## src/hw/rtl/seven_bit_frame_deframer_unit_macros.svh

```systemverilog
// Assertion macros shared by the deframer RTL.
`ifndef SEVEN_BIT_FRAME_DEFRAMER_UNIT_MACROS_SVH
`define SEVEN_BIT_FRAME_DEFRAMER_UNIT_MACROS_SVH
`ifndef SYNTHESIS
`define SBFD_ASSERT(label, prop) \
  label: assert property (@(posedge clk) disable iff (rst) (prop)) \
    else $error("deframer assertion failed");
`define SBFD_ASSERT_ALWAYS(label, prop) \
  label: assert property (@(posedge clk) (prop)) \
    else $error("deframer assertion failed");
`else
`define SBFD_ASSERT(label, prop)
`define SBFD_ASSERT_ALWAYS(label, prop)
`endif
`endif

```

## src/hw/rtl/sbfd_pkg.sv

```systemverilog
// Types and constants of the seven-bit frame deframer.
package sbfd_pkg;

  localparam int unsigned GROUP_W    = 7;
  localparam int unsigned BYTE_W     = 8;
  localparam int unsigned WORD_W     = 32;
  localparam int unsigned HDR_BIT    = 7;
  localparam int unsigned STORED_CNT = 4;

  typedef logic [GROUP_W-1:0] group_t;
  typedef logic [BYTE_W-1:0]  byte_t;
  typedef logic [WORD_W-1:0]  word_t;
  typedef logic [STORED_CNT-1:0][GROUP_W-1:0] group_set_t;

  typedef enum logic [5:0] {
    PH_IDLE = 6'b000001,
    PH_G0   = 6'b000010,
    PH_G1   = 6'b000100,
    PH_G2   = 6'b001000,
    PH_G3   = 6'b010000,
    PH_G4   = 6'b100000
  } phase_t;

  typedef struct packed {
    logic  match;
    word_t word;
  } frame_result_t;

endpackage

```

## src/hw/rtl/sbfd_frame_check.sv

```systemverilog
// Checksum comparison and word packing for a completed frame.
module sbfd_frame_check import sbfd_pkg::*; (
  input  group_set_t    stored,
  input  group_t        last_group,
  input  group_t        expected,
  output frame_result_t result
);

  group_t sum;

  // The sum wraps in seven bits, which gives the modulo 128 checksum.
  assign sum = stored[0] + stored[1] + stored[2] + stored[3] + last_group;

  assign result.match = (sum == expected);
  assign result.word  = {stored[0][3:0], stored[1], stored[2], stored[3], last_group};

endmodule

```

## src/hw/rtl/seven_bit_frame_deframer_unit.sv

```systemverilog
// Top level of the seven-bit frame deframer.
//
//   channel  direction  handshake                payload
//   rx       in         rx_valid / rx_stall      rx_byte [7:0]
//   word     out        word_valid / word_stall  word_value [31:0]
//
// One request is taken every cycle unless stalled; a matching frame's word is built
// from the input register and loads the result register once the latter is free.
// The input register feeds one level of phase, checksum and packing logic
// that loads the result register.
// rst clears the phase, the expected checksum and both valid flags.
// A held result stalls the input only when a new byte reaches the logic.
`include "seven_bit_frame_deframer_unit_macros.svh"
module seven_bit_frame_deframer_unit import sbfd_pkg::*; (
  input  logic  clk,
  input  logic  rst,
  input  logic  rx_valid,
  output logic  rx_stall,
  input  byte_t rx_byte,
  output logic  word_valid,
  input  logic  word_stall,
  output word_t word_value
);

  logic          in_valid_q;
  byte_t         in_byte_q;
  logic          fire;
  phase_t        phase;
  phase_t        phase_next;
  group_t        expected_sum;
  group_t        expected_sum_next;
  group_set_t    groups;
  logic          load_result;
  group_t        byte_group;
  logic          is_header;
  frame_result_t check;

  assign byte_group = in_byte_q[GROUP_W-1:0];
  assign is_header  = in_byte_q[HDR_BIT];
  assign fire       = in_valid_q && (!word_valid || !word_stall);
  assign rx_stall   = in_valid_q && !fire;

  always_ff @(posedge clk) begin
    if (rst) begin
      in_valid_q <= 1'b0;
    end else if (!rx_stall) begin
      in_valid_q <= rx_valid;
    end
  end

  always_ff @(posedge clk) begin
    if (!rx_stall && rx_valid) begin
      in_byte_q <= rx_byte;
    end
  end

  sbfd_frame_check u_check (
    .stored     (groups),
    .last_group (byte_group),
    .expected   (expected_sum),
    .result     (check)
  );

  always_comb begin
    phase_next        = phase;
    expected_sum_next = expected_sum;
    load_result       = 1'b0;
    if (fire) begin
      if (is_header) begin
        phase_next        = PH_G0;
        expected_sum_next = byte_group;
      end else begin
        unique case (phase)
          PH_G0:   phase_next = PH_G1;
          PH_G1:   phase_next = PH_G2;
          PH_G2:   phase_next = PH_G3;
          PH_G3:   phase_next = PH_G4;
          PH_G4: begin
            phase_next  = PH_IDLE;
            load_result = check.match;
          end
          default: phase_next = phase;
        endcase
      end
    end
  end

  always_ff @(posedge clk) begin
    if (rst) begin
      phase        <= PH_IDLE;
      expected_sum <= '0;
    end else begin
      phase        <= phase_next;
      expected_sum <= expected_sum_next;
    end
  end

  always_ff @(posedge clk) begin
    if (fire && !is_header) begin
      if (phase == PH_G0) begin
        groups[0] <= byte_group;
      end
      if (phase == PH_G1) begin
        groups[1] <= byte_group;
      end
      if (phase == PH_G2) begin
        groups[2] <= byte_group;
      end
      if (phase == PH_G3) begin
        groups[3] <= byte_group;
      end
    end
  end

  always_ff @(posedge clk) begin
    if (rst) begin
      word_valid <= 1'b0;
    end else if (load_result) begin
      word_valid <= 1'b1;
    end else if (!word_stall) begin
      word_valid <= 1'b0;
    end
  end

  always_ff @(posedge clk) begin
    if (load_result) begin
      word_value <= check.word;
    end
  end

  `SBFD_ASSERT(a_stall_cause, rx_stall |-> (in_valid_q && word_valid && word_stall))
  `SBFD_ASSERT(a_result_after_last, $rose(word_valid) |-> ($past(phase) == PH_G4))
  `SBFD_ASSERT(a_result_from_data, $rose(word_valid) |-> !$past(in_byte_q[HDR_BIT]))
  `SBFD_ASSERT(a_idle_after_result, $rose(word_valid) |-> (phase == PH_IDLE))
  `SBFD_ASSERT_ALWAYS(a_reset_clears, rst |=> (!word_valid && !in_valid_q))

endmodule
```

## config.mk

```make
export PLATFORM = sky130hd
export DESIGN_NAME = seven_bit_frame_deframer_unit
export DESIGN_NICKNAME = d
export VERILOG_FILES = /design/src/hw/rtl/sbfd_pkg.sv /design/src/hw/rtl/sbfd_frame_check.sv /design/src/hw/rtl/seven_bit_frame_deframer_unit.sv
export VERILOG_INCLUDE_DIRS = /design/src /design/src/hw/rtl
export SDC_FILE = /design/constraint.sdc
export NUM_CORES = 1
export LEC_CHECK = 0
export ABC_CLOCK_PERIOD_IN_PS = 5400
export BUFFER_PORTS_ARGS = -buffer_cell sky130_fd_sc_hd__clkbuf_2
export CAP_MARGIN = 20
export CORE_UTILIZATION = 55
export DETAILED_ROUTE_END_ITERATION = 10
export MAX_ROUTING_LAYER = met4
export PLACE_DENSITY = 0.82
export SLEW_MARGIN = 20
export SYNTH_ARGS = -nofsm -noshare
export SYNTH_HDL_FRONTEND = slang
export SYNTH_HIERARCHICAL = 1
export SYNTH_SLANG_ARGS = --single-unit
```

## constraint.sdc

```tcl
create_clock -name clk -period 5.4 [get_ports clk]
set_input_delay 0.27 -clock clk [delete_from_list [all_inputs] [get_ports clk]]
set_output_delay 0.27 -clock clk [all_outputs]
set_load 0.02 [all_outputs]
```

# After elaboration in Yosys (flattened, before gate mapping)
# Cells that the tools add are included.
[word_totals]
register_bits = 83
in_bits = 12
output_inout_bits = 34
elab_cells = 45
[classes]
add_sub_neg = 4
eq_ne = 7
mux = 7
n_reduce_logical = 17
[ops]
columns = ["op", "count"]
rows = [
  ["6-bit one-hot mux with 5 select lines", 1],
  ["7-bit adder", 4],
  ["2-bit AND reduction", 6],
  ["7-bit equality test", 1],
  ["6-bit by 2-bit equality test with 1-bit output, second input constant", 1],
  ["6-bit by 3-bit equality test with 1-bit output, second input constant", 1],
  ["6-bit by 4-bit equality test with 1-bit output, second input constant", 1],
  ["6-bit by 5-bit equality test with 1-bit output, second input constant", 1],
  ["6-bit equality test, second input constant", 1],
  ["6-bit 2-to-1 mux", 1],
  ["6-bit nonzero test", 1],
  ["1-bit logical NOT", 5],
  ["1-bit 2-to-1 mux", 5],
  ["1-bit logical AND", 4],
  ["2-bit by 1-bit inequality test with 1-bit output, second input constant", 1],
  ["1-bit logical OR", 1],
]

# Depth between registers and ports, before layout
[logic_depth]
depth_word = 9
depth_mapped = 14

# By module
# The synthesis kept the hierarchy.
[by_module_without_submodules]
columns = ["module", "instances", "cells_per_inst", "area_per_inst_um2", "seq_area_each_um2"]
rows = [
  ["seven_bit_frame_deframer_unit", 1, 147, 2741.4, 2342.2],
  ["sbfd_frame_check", 1, 97, 947.2, 0.0],
]

# Worst setup path after synthesis
# OpenSTA, ideal clock, no wires.
[synth_timing]
path_type = "register to register"
start = "register groups[1] in the netlist's numbering"
end = "register word_value[0] (enable)"
setup_time_ns = 0.392
arrival_time_ns = 4.268
required_ns = 5.008
slack_ns = 0.740
stages_incl_launch_ff = 14
path_buffers = 0
period_less_slack_ns = 4.660
path_cell_list = "edfxtp_1 -> fa_1 -> fa_1 -> inv_1 -> fa_1 -> inv_1 -> ha_1 -> fa_1 -> xnor2_1 -> xnor2_1 -> nor4_1 -> nand4b_1 -> nor3b_2 -> and3_1"
[synth_lines]
columns = ["element", "line", "source"]
rows = [
  ["start: declaration", "seven_bit_frame_deframer_unit.sv:32", "group_set_t groups;"],
  ["end signal: assignment", "seven_bit_frame_deframer_unit.sv:127", "word_value <= check.word;"],
  ["end: declaration", "seven_bit_frame_deframer_unit.sv:22", "output word_t word_value"],
]

==> key figures <==
Worst setup path
  • R2r endpoint: word_value[8]
  • CP Capture Point: word_value[8]
  • Crit start category: register
  • Crit. End Element: register
  • Reg2reg start: groups[1]
  • Flop2flop setup slack: 0.82 ns
  • CP max FO: 28
  • Worst Reg-to-Reg Cells: 14
  • Worst Path Class, Setup: register to register
  • Worst Path Arrival: ~4.6 ns
  • Launch point of the worst path: groups[1]
  • Required time of the critical path: 5.44 ns

Timing
  • RSZ-0062 raised after global routing: no
  • Setup TNS: 0 ns
  • Fmax: 218.3 MHz
  • Min Clock Period, post-route: around 4.6 ns
  • Worst-Margin Slew: 0.7539 ns
  • Rel. slew slack: about half
  • Slew Limit Fails: 0
  • Final period utilization: between 80% and 90%
  • Setup violators final: 0
  • Fin. Hold Viols: 0
  • Skew final: 0.008013 ns
  • Worst hold margin: 0.1044 ns

Power and ir drop
  • Power per cell area: 299.8 nW/um^2
  • VDD IR max: 180.5 uV
  • LEAKAGE: 1.492 nW

Yosys
  • Number of synthesized register bits: 83
  • Seq/Total Area, Yosys: 63.50%
  • Ys async rst share: 0%
  • Net Count, Synth: 280
  • Dominant synthesized flop cell: edfxtp_1
  • Mean Syn Cell Area: 15.12 sq um
  • Mapped cell area: 3689 sq um
  • Post-synth EDFFs: between 60 and 70
  • Yosys cell types: 40
  • Yosys warns: 6
  • Mapped Cells: 244

Clocking
  • Total CTS buffers: 9
  • Clock transition at path regs: roughly 0.080 ns
  • Hold Buf Count CTS: 0
  • CTS tree: yes
  • Root Buffer: clkbuf_8
  • Clk_lat worst skew: approximately 0.34 ns
  • Clock Sinks: 83
  • Resized cells post-CTS: 0
  • CTS H-Tree Depth: 3
  • Setup Buffers After CTS: 0
  • Bufs on Longest Clock Path: 2

Floorplanning
  • I/O pin count: 46
  • Num rows: 29
  • Initial Util: 57.43%
  • Die area: 7038 sq um
  • Die height: 83.89 um
  • Die W: 83.89 um
  • Core area: 6422 sq um

Placed design
  • DP HPWL: a little over 4 mm
  • Input/output buffers: 45
  • Routability cong.: 0.8265

Global routing
  • Largest net degree at the start of global routing: 29
  • Global-route wire length before repair: approximately 9.4 mm
  • Vias in the first global route: 1893
  • Total grt overflow: 0
  • Initial antenna violation count: 0
  • Tot GR Track Use: approximately a fifth

Detailed routing
  • Routed wire length: 5.892 mm
  • Post-route ant nets: 0
  • Drt wl/cell: ~17 um
  • Vias per cell: 5.409
  • DRC viols: 10
  • First DRT Iteration DRCs: 141
  • Pre-antenna DRT Iters: 7
  • Via count: 1893

Cells and area
  • Layout cell share with drive strength beyond 1: 24.91%
  • Area delta synth->final: 7.700%
  • Final net count: approximately 300
  • # diodes: 0
  • Fillers: 476

Worst hold path
  • Worst Hold Class: primary input to register

Status
  • Violated checks: design-rule violations
  • Status: finished, violations left

Flow run
  • Max Cap Viol: 0
how the worst min path moves through the flow:
stage	to	start	slack, ns	cells after the start
floorplan	in_byte_q[0]	rx_byte[0]	0.37	0
global placement	word_value[19]	groups[19]	0.44	0
detailed placement	word_value[19]	groups[19]	0.44	0
CTS	in_byte_q[1]	rx_byte[1]	0.09	1
global route	in_byte_q[7]	rx_byte[7]	0.09	1
finish	in_byte_q[1]	rx_byte[1]	0.10	1
cells in the mapped netlist (all sizes together) (2+ instances only):
library cell,instances,share of area [%]
a21boi,2,0.51
a21oi,12,1.6
nand3,10,1.4
buf,33,6.6
o21ai,4,0.54
o2bb2ai,3,0.71
dfxtp,15,8.1
nor2,6,0.61
xnor2,8,1.9
ha,7,2.4
and4,3,0.71
xor2,7,1.7
edfxtp,68,55
nand2,8,0.81
nor4b,2,0.88
inv,18,1.8
o21a,2,0.41
and3,3,0.68
fa,17,9.2
power by group:
group	internal, W	switching, W	leakage, nW
clock	0.000210	0.000210	0.0935
combinational	0.0000282	0.0000301	0.659
sequential	0.000699	0.0000147	0.739
critical path, cell delays in order, from the launching register on:
cell and delay, ns:
edfxtp_1 0.43, fa_1 0.51, fa_1 0.52, inv_1 0.07
fa_1 0.50, inv_1 0.04, ha_1 0.21, fa_1 0.41
xnor2_1 0.20, xnor2_1 0.08, nor4_1 0.30, nand4b_1 0.16
nor3b_2 0.23, and3_1 0.37, buf_12 0.24
final cells by class:
cell class / count / area (sq um) / share of cell area (%)
clock inverter: 6 / 56.30 / 1.417
multi-input combinational: 109 / 1030 / 25.92
inverter: 18 / 67.56 / 1.701
tap: 77 / 96.34 / 2.425
timing repair buffer: 47 / 252.7 / 6.362
sequential: 83 / 2342 / 58.96
clock buffer: 10 / 127.6 / 3.213
registers in the layout, summed over array words and instances, names as in the netlist:
name / count
groups: 28
word_value: 32
phase: 6
expected_sum: 7
in_valid_q: 1
in_byte_q: 8
word_valid: 1
cell families (layout without fill, tap and decap cells):
logic type      Yosys count  count (layout)  synth area share [%]
simple gates             39              39                 6.513
flops                    83              83                 63.50
compound gates           30              30                 5.632
buf+inv                  52              81                 8.582
fa+ha+maj                24              24                 11.60
xor+xnor                 16              16                 4.172
stage by stage:
| step | cells | util [%] | instance area [sq um] | worst slack (ns) | power (W) |
|---|---|---|---|---|---|
| floorplan | 244 | - | 3689 | 0.7402 | 0.0007726 |
| global placement | 334 | 58.99 | 3789 | 0.9796 | 0.0007824 |
| detailed placement | 334 | 58.99 | 3789 | 0.8282 | 0.0007853 |
| CTS | 350 | 61.85 | 3973 | 0.8055 | 0.001197 |
| global route | 350 | 61.85 | 3973 | 0.5429 | 0.001235 |
| finish | 350 | 61.85 | 3973 | 0.8197 | 0.001191 |
routing by layer:
metal / up-vias / wire (um) / global-route usage [%]
met5: - / 0 / -
met4: 0 / 51 / 5.799
met3: 6 / 193 / 4.451
met2: 50 / 3103 / 30.40
met1: 951 / 2545 / 23.15
li1: 886 / - / -
cell usage in the layout (no fill, tap or decap), types with 2 or more instances in the layout:
cell type / instances
clkinv_2: 3
nor2_1: 6
o21ai_0: 4
o21a_1: 2
fa_1: 17
xor2_1: 7
clkbuf_8: 9
nand2_1: 8
clkbuf_2: 45
a21oi_1: 12
inv_1: 18
edfxtp_1: 68
nand3_1: 10
dfxtp_1: 15
ha_1: 7
xnor2_1: 8
and4_1: 3
o2bb2ai_1: 3
(Power assumes the default switching activity.)
